File: src/hdl/stss_pkg.sv
// ============================================================================
// stss_pkg
// Shared types and constants for the slope-threshold track splitter.
// ============================================================================
package stss_pkg;

    localparam int unsigned COORD_W      = 32;
    localparam int unsigned THRESH_W     = 32;
    localparam int unsigned FRAC_W       = 16;
    localparam int unsigned MASK_W       = 16;
    localparam int unsigned NEW_INDEX_W  = 4;
    localparam int unsigned IN_USE_W     = 5;
    localparam int unsigned PROD_W       = COORD_W + THRESH_W;
    localparam int unsigned DY_W         = COORD_W + 1;

    localparam logic [THRESH_W-1:0] THRESH_RESET = 32'h0001_0000;

    // Step strobes broadcast from the sequencer to every track cell.
    typedef struct packed {
        logic diff_en;
        logic mul_en;
        logic cmp_en;
        logic commit;
        logic first;
        logic open_new;
    } stss_ctrl_t;

endpackage

File: src/hdl/stss_cell.sv
// ============================================================================
// stss_cell
// One track: holds its last point, tests the slope to the current sample
// over three steps and updates itself on commit. Joins ripple to the next
// cell through the any-join chain.
// ============================================================================
module stss_cell #(
    parameter int unsigned CELL_IDX = 0,
    parameter int unsigned CNT_W    = 5
) (
    input  logic                                 clk,
    input  logic                                 rst_n,
    input  stss_pkg::stss_ctrl_t                 ctrl,
    input  logic [stss_pkg::COORD_W-1:0]         sample_x,
    input  logic signed [stss_pkg::COORD_W-1:0]  sample_y,
    input  logic [stss_pkg::THRESH_W-1:0]        threshold,
    input  logic [CNT_W-1:0]                     count,
    input  logic                                 any_in,
    output logic                                 any_out,
    output logic                                 join_hit
);

    logic [stss_pkg::COORD_W-1:0]         last_x_reg;
    logic signed [stss_pkg::COORD_W-1:0]  last_y_reg;
    logic                                 open_reg;
    logic                                 open_next;
    logic                                 write_en;

    logic [stss_pkg::COORD_W-1:0]         dx_reg;
    logic [stss_pkg::DY_W-1:0]            dy_reg;
    logic [stss_pkg::PROD_W-1:0]          prod_reg;
    logic                                 join_reg;

    logic [stss_pkg::COORD_W-1:0]         dx_next;
    logic signed [stss_pkg::DY_W-1:0]     dy_diff;
    logic [stss_pkg::DY_W-1:0]            dy_next;
    logic [stss_pkg::PROD_W-1:0]          dy_scaled;
    logic                                 slope_ok;
    logic                                 is_new_slot;

    always_comb
    begin
        dx_next = (sample_x >= last_x_reg) ? (sample_x - last_x_reg)
                                           : (last_x_reg - sample_x);
        dy_diff = {sample_y[stss_pkg::COORD_W-1], sample_y}
                - {last_y_reg[stss_pkg::COORD_W-1], last_y_reg};
        dy_next = dy_diff[stss_pkg::DY_W-1] ? stss_pkg::DY_W'(-dy_diff)
                                            : stss_pkg::DY_W'(dy_diff);
        dy_scaled = stss_pkg::PROD_W'({dy_reg, {stss_pkg::FRAC_W{1'b0}}});
        // a zero time step always passes the slope test
        slope_ok  = (dx_reg == '0) || (dy_scaled <= prod_reg);
    end

    always_ff @(posedge clk)
    begin
        if (ctrl.diff_en)
        begin
            dx_reg <= dx_next;
            dy_reg <= dy_next;
        end
        if (ctrl.mul_en)
        begin
            prod_reg <= stss_pkg::PROD_W'(threshold) * stss_pkg::PROD_W'(dx_reg);
        end
    end

    always_ff @(posedge clk or negedge rst_n)
    begin
        if (!rst_n)
        begin
            join_reg <= 1'b0;
        end
        else if (ctrl.cmp_en)
        begin
            join_reg <= open_reg && slope_ok && !ctrl.first;
        end
    end

    assign is_new_slot = (count == CNT_W'(CELL_IDX));

    always_comb
    begin
        open_next = open_reg;
        write_en  = 1'b0;
        if (ctrl.commit)
        begin
            if (ctrl.first)
            begin
                open_next = (CELL_IDX == 0);
                write_en  = (CELL_IDX == 0);
            end
            else if (join_reg)
            begin
                write_en = 1'b1;
            end
            else if (ctrl.open_new && is_new_slot)
            begin
                open_next = 1'b1;
                write_en  = 1'b1;
            end
        end
    end

    always_ff @(posedge clk or negedge rst_n)
    begin
        if (!rst_n)
        begin
            open_reg <= 1'b0;
        end
        else
        begin
            open_reg <= open_next;
        end
    end

    always_ff @(posedge clk)
    begin
        if (write_en)
        begin
            last_x_reg <= sample_x;
            last_y_reg <= sample_y;
        end
    end

    assign join_hit = join_reg;
    assign any_out  = any_in | join_reg;

endmodule

File: config.mk
export PLATFORM = sky130hd
export DESIGN_NAME = stss_cell
export DESIGN_NICKNAME = d
export VERILOG_FILES = /design/src/hdl/stss_pkg.sv /design/src/hdl/stss_cell.sv
export SDC_FILE = /design/constraint.sdc
export NUM_CORES = 2
export LEC_CHECK = 0
export BUFFER_PORTS_ARGS = -buffer_cell sky130_fd_sc_hd__buf_2
export CAP_MARGIN = 5
export CORE_MARGIN = 2
export CORE_UTILIZATION = 26
export CTS_CLUSTER_SIZE = 28
export DETAILED_ROUTE_END_ITERATION = 8
export PLACE_DENSITY = 0.37
export SYNTH_ARGS = -nofsm -noshare
export SYNTH_HDL_FRONTEND = slang
export SYNTH_SLANG_ARGS = --single-unit
File: constraint.sdc
create_clock -name clk -period 9.1 [get_ports clk]
set_input_delay 0 -clock clk [delete_from_list [all_inputs] [get_ports clk]]
set_output_delay 0 -clock clk [all_outputs]
set_load 0.005 [all_outputs]
* Word-level counts from Yosys, hierarchy flattened *
Index checks and enable logic that the tools add are counted.

word-level totals
  input port bits = 110
  logic and storage cells = 35
  output and inout port bits = 2
  register bits = 195

cells by class
  equality and inequality tests = 1
  order comparisons = 2
  bitwise logic cells = 1
  add/sub/neg operators = 4
  reduce and logical (&&, ||, !) cells = 9
  multipliers = 1
  muxes and demuxes = 9

operators with widths
  cell                count
  $le 49x64->1        1
  $mul 32x32->64      1
  $mux 32             2
  $sub 32x32->32      2
  $neg 33->33         1
  $sub 32x32->33      1
  $ge 32x32->1        1
  $logic_not 32->1    1
  $mux 1              7
  $logic_not 5->1     1
  $logic_and 1x1->1   3
  $reduce_and 3->1    1
  $ne 2x2->1 const B  1
  $reduce_bool 2->1   1
  $logic_not 1->1     1
  $logic_or 1x1->1    1
  $or 1x1->1          1

* Logic depth before layout (Yosys ltp) *
  depth in word-level cells = 6
  mapped depth = 28
  gate-level depth less buffers = 26

* Worst setup path after synthesis *
Ideal clock, no wire load.

  path kind = register to register
  start point = register dx_reg[5] in the netlist's numbering
  end point = register prod_reg[60] in the netlist's numbering, data pin
  setup time = 0.267 ns
  data arrival time = 7.089 ns
  required time = 8.833 ns
  cell stages (with the launch flop) = 25
  path buffers = 2
  period minus slack after synthesis = 7.356 ns
  slack = 1.744 ns
  cells stage by stage = edfxtp_1 > clkbuf_1 > and2_1 > fa_1 > fa_1 > fa_1 > inv_1 > fa_1 > inv_1 > fa_1 > inv_1 > fa_1 > inv_1 > fa_1 > fa_1 > ha_1 > clkbuf_1 > a211o_1 > a21oi_1 > and3b_1 > nor3_1 > o31ai_1 > a221o_1 > o41ai_1 > nor3_1

between the ends
  longest elaborated chain between the ends = 1

ends and longest elaborated chain
  item                      RTL line         text
  start: declaration        stss_cell.sv:29  logic [stss_pkg::COORD_W-1:0] dx_reg;
  start signal: assignment  stss_cell.sv:58  dx_reg <= dx_next;
  $mul 32x32->64            stss_cell.sv:63  prod_reg <= stss_pkg::PROD_W'(threshold) * stss_pkg::PROD_W'(dx_reg);
  end signal: assignment    stss_cell.sv:63
  end: declaration          stss_cell.sv:31  logic [stss_pkg::PROD_W-1:0] prod_reg;

No other way between the ends.
A chain may end at the register's enable or synchronous reset.

* Final worst setup path *
  start point = register dx_reg[3] in the netlist's numbering
  end point = register prod_reg[60] in the netlist's numbering, data pin

Same word-level chain as after synthesis.

==> summary by stage <==
Clock network
For this design, the sink count on the clock tree is 195. CTS built an H-tree with a depth of 4. The clock latency at the later pin of the worst-skew pair is approximately 0.54 ns. Clock-pin slew was measured on the worst setup and hold paths at roughly 0.090 ns. The buffer count from post-CTS setup fixing is 0. After clock tree synthesis, the flow added hold-fix buffers numbering 69.

The number of cells upsized or downsized after cts is 0. The TritonCTS clock tree is yes. The buffer levels on the longest clock path is 2. The buffer type at the clock tree root is sky130_fd_sc_hd__clkbuf_16. The CTS buffer count is 17.

Final layout
The filler cells instantiated in the layout total approximately 19000. The net count reported at finish is between 6000 and 7000. The register with the most flip-flops in the layout has 64 of them. Once layout is done, the placed cells without fillers occupy roughly 51000 um^2. The layout overhead on the synthesized area is 10.0%.

The core utilization of the finished layout is 28.7%. The share of cells above drive strength 1 is under 10%.

Timing
The accumulated negative setup slack is 0 ns. For the final database, setup skew stands at 0.0326 ns. The final max-slew violation count is 0. Setup repair after global routing left no endpoint under its margin. The maximum achievable frequency is around 120 MHz.

Measured against its own limit, the worst slew margin works out to between 20% and 30%. Setup violations remaining at the end of the flow were counted as 0. For the pin with the worst max-slew slack, the measured transition is approximately 1.1 ns.

The minimum period implied by the final worst setup slack is slightly below 9 ns. The hold violation count in the final report is 0. The smallest setup slack after layout is approximately 0.43 ns. The period utilization is approximately 95%.

Global route
The first global-routing pass estimated about 230 mm of wire. For this run the aggregate overflow at the end of global routing stands at 0. The number of global-route vias before repair is between 30000 and 40000. The number of antenna violations at the first check in global routing is 7. Across every metal layer, demand over resource in global routing totals ~17%.

The largest net degree at the start of global routing is between 60 and 70.

Worst setup path
In this run the worst path has a maximum fanout of 21. Measured in cells, the most critical reg-to-reg path has a length of 25. Across all register-to-register paths, the minimum setup slack is around 0.43 ns. The category of the worst setup path capture point is a flop. STA puts the critical path data required time at about 9.4 ns. The critical path is of the reg -> reg type. STA puts the critical path data arrival time at 8.92 ns. The element type at the critical path start is a flop.

Hold path
The hold path depth is 4. The tightest min-delay check is of the in -> reg type.

Detailed routing
The initial detailed-routing violation count is between 1000 and 1500. The total wire length is roughly 150 mm. The detailed-route via count is 33500. The routed length per instance is 20.1 um. Dividing the detail-routed via count by the number of cells gives approximately 4.5. The number of antenna-violating nets in the routed design is 0. The detailed-router iteration count before antenna repair is 5. After detailed routing, the number of remaining DRC violations is 0.

Logic synthesis
The synthesis warning total is 0. Counting flops with a built-in enable in the synthesized netlist gives ~190. The flip-flop cell with the highest count after synthesis is sky130_fd_sc_hd__edfxtp_1.

After synthesis the cells add up to 46500 um^2. The sequential area share after synthesis is 12.6%. The number of different library cells used by synthesis comes to 86. Synthesis produced a netlist with a net count of about 6400.

The synthesized area per cell is 9.27 um^2. Of all flip-flops after synthesis, the portion carrying an async set or reset was under 10%. After synthesis the netlist holds a flip-flop and latch count of between 150 and 200. After technology mapping, the gate count stands at between 5000 and 6000.

Floorplan
The number of top-level design ports is ~110. The die covers around 180000 um^2. The initial standard-cell utilization of the core is between 20% and 30%. The floorplan has around 160 rows. After floorplanning, the core was sized to cover approximately 180000 um^2. The floorplan step set the die width to roughly 430 um.

Measured along the y axis, the die boundary spans 427 um.

Outcome
The flow ran to the end, and the final reports show no timing, DRC or antenna violations.

Flow run
The tool flagged a number of max-cap violations equal to 0.

Placement
Before CTS, the worst setup slack after placement is approximately 0.63 ns. Input and output buffers added on the ports amount to approximately 110. The wire-length estimate of the detail-placed layout is between 100 and 150 mm. The instance area after placement is roughly 50000 um^2. The placer's final routability congestion estimate is a little over 0.8.
critical path, stage by stage, from the launching register on:
cell and delay, ns:
sky130_fd_sc_hd__edfxtp_1 1.10, sky130_fd_sc_hd__buf_4 0.34, sky130_fd_sc_hd__nand2_1 0.09, sky130_fd_sc_hd__fa_1 0.58
sky130_fd_sc_hd__fa_1 0.43, sky130_fd_sc_hd__fa_1 0.49, sky130_fd_sc_hd__inv_1 0.06, sky130_fd_sc_hd__fa_1 0.54
sky130_fd_sc_hd__ha_1 0.23, sky130_fd_sc_hd__ha_1 0.28, sky130_fd_sc_hd__inv_1 0.06, sky130_fd_sc_hd__fa_1 0.45
sky130_fd_sc_hd__fa_1 0.53, sky130_fd_sc_hd__inv_1 0.05, sky130_fd_sc_hd__ha_1 0.35, sky130_fd_sc_hd__a21oi_1 0.25
sky130_fd_sc_hd__o21ai_0 0.23, sky130_fd_sc_hd__a211o_1 0.31, sky130_fd_sc_hd__a21oi_1 0.24, sky130_fd_sc_hd__and3b_1 0.21
sky130_fd_sc_hd__nor3_1 0.30, sky130_fd_sc_hd__buf_4 0.21, sky130_fd_sc_hd__o31ai_1 0.15, sky130_fd_sc_hd__a221o_1 0.40
sky130_fd_sc_hd__o41ai_1 0.37, sky130_fd_sc_hd__nor3_1 0.12
layout by cell type (no fill, tap or decap), types with 9 or more instances in the layout:
cell / synthesis / final
sky130_fd_sc_hd__ha_1: 392 / 392
sky130_fd_sc_hd__inv_1: 1028 / 1028
sky130_fd_sc_hd__nor2b_1: 20 / 20
sky130_fd_sc_hd__o211ai_1: 12 / 12
sky130_fd_sc_hd__and3_1: 19 / 19
sky130_fd_sc_hd__xnor2_1: 86 / 86
sky130_fd_sc_hd__o21bai_1: 25 / 25
sky130_fd_sc_hd__and2_1: 596 / 596
sky130_fd_sc_hd__clkbuf_16: 0 / 17
sky130_fd_sc_hd__buf_12: 0 / 9
sky130_fd_sc_hd__a21boi_0: 9 / 9
sky130_fd_sc_hd__dlygate4sd3_1: 0 / 69
sky130_fd_sc_hd__nand2_1: 573 / 573
sky130_fd_sc_hd__buf_4: 1 / 90
sky130_fd_sc_hd__o21ai_0: 100 / 100
sky130_fd_sc_hd__a211oi_1: 15 / 15
sky130_fd_sc_hd__buf_2: 5 / 110
sky130_fd_sc_hd__nor4_1: 25 / 25
sky130_fd_sc_hd__a31oi_1: 21 / 20
sky130_fd_sc_hd__fa_1: 899 / 899
sky130_fd_sc_hd__a21oi_1: 197 / 197
sky130_fd_sc_hd__nor3_1: 41 / 41
sky130_fd_sc_hd__o31ai_1: 10 / 10
sky130_fd_sc_hd__nand3_1: 30 / 30
sky130_fd_sc_hd__nand4_1: 38 / 38
sky130_fd_sc_hd__o21a_1: 18 / 18
sky130_fd_sc_hd__mux2i_1: 11 / 11
sky130_fd_sc_hd__xor2_1: 58 / 58
sky130_fd_sc_hd__a21o_1: 94 / 94
sky130_fd_sc_hd__nand2b_1: 21 / 21
sky130_fd_sc_hd__edfxtp_1: 193 / 193
sky130_fd_sc_hd__nor2_1: 102 / 102
worst paths after layout:
path,start,end
worst max-delay path,dx_reg[3],prod_reg[60]
worst min-delay path,ctrl[1],join_hit
worst max register to register,dx_reg[3],prod_reg[60]
worst min register to register,last_x_reg[0],dx_reg[0]
max in group asynchronous,rst_n,open_reg
min in group asynchronous,rst_n,join_hit
kinds of logic after synthesis:
group	count (synthesis)	share of synthesized area, %
compound gates	580	8.11
xor+xnor	144	2.71
simple gates	1507	16.7
fa+ha+maj	1291	49.2
mux	14	0.309
flops	195	12.6
buf+inv	1285	10.4
final cells by class:
cell class	count	area [um^2]	area share, %
diodes	3	7.51	0.0147
well taps	2355	2950	5.76
flip-flops and latches	195	5850	11.4
inverters	1028	3860	7.54
clock buffers	19	433	0.846
multi-input cells	3536	35800	70.0
repair buffers	278	2100	4.10
clock inverters	13	145	0.284
synthesized netlist by cell type (all sizes together), types with 12 or more instances:
| cell | instances | area [um^2] |
|---|---|---|
| a211oi | 18 | 158 |
| fa | 899 | 18000 |
| nand2b | 21 | 131 |
| edfxtp | 193 | 5800 |
| o21a | 18 | 135 |
| xnor2 | 86 | 753 |
| clkbuf | 249 | 935 |
| o21ai | 108 | 544 |
| nor2 | 103 | 389 |
| a21oi | 200 | 1010 |
| o21bai | 25 | 188 |
| inv | 1028 | 3860 |
| a21o | 94 | 706 |
| nor4 | 27 | 199 |
| ha | 392 | 4900 |
| xor2 | 58 | 508 |
| nand4 | 38 | 238 |
| and3 | 19 | 119 |
| o211ai | 12 | 90.1 |
| nor3 | 41 | 205 |
| a31oi | 21 | 131 |
| nor2b | 20 | 125 |
| nand3 | 30 | 150 |
| nand2 | 574 | 2160 |
| and2 | 596 | 3730 |
through the flow:
stage / cells / hold WS [ns]
detailed placement: 7323 / -0.208
global route: 7424 / 0.0154
global placement: 7323 / -0.209
floorplan: 5016 / -0.296
finish: 7427 / 0.00953
CTS: 7424 / 0.0169
per-layer routing:
layer | wire length [um] | share of wire (%) | vias up | global-route usage [%]
li1 | - | - | 15500 | -
met1 | 70500 | 47 | 17400 | 23.3
met2 | 73400 | 49 | 424 | 29.0
met3 | 3000 | 2.0 | 101 | 1.30
met4 | 2740 | 1.8 | 0 | 3.61
met5 | 0 | 0 | - | 0
Power is left out: the tool's default activity adds up to more than one toggle a clock period on the data nets, which glitch-free logic cannot reach.
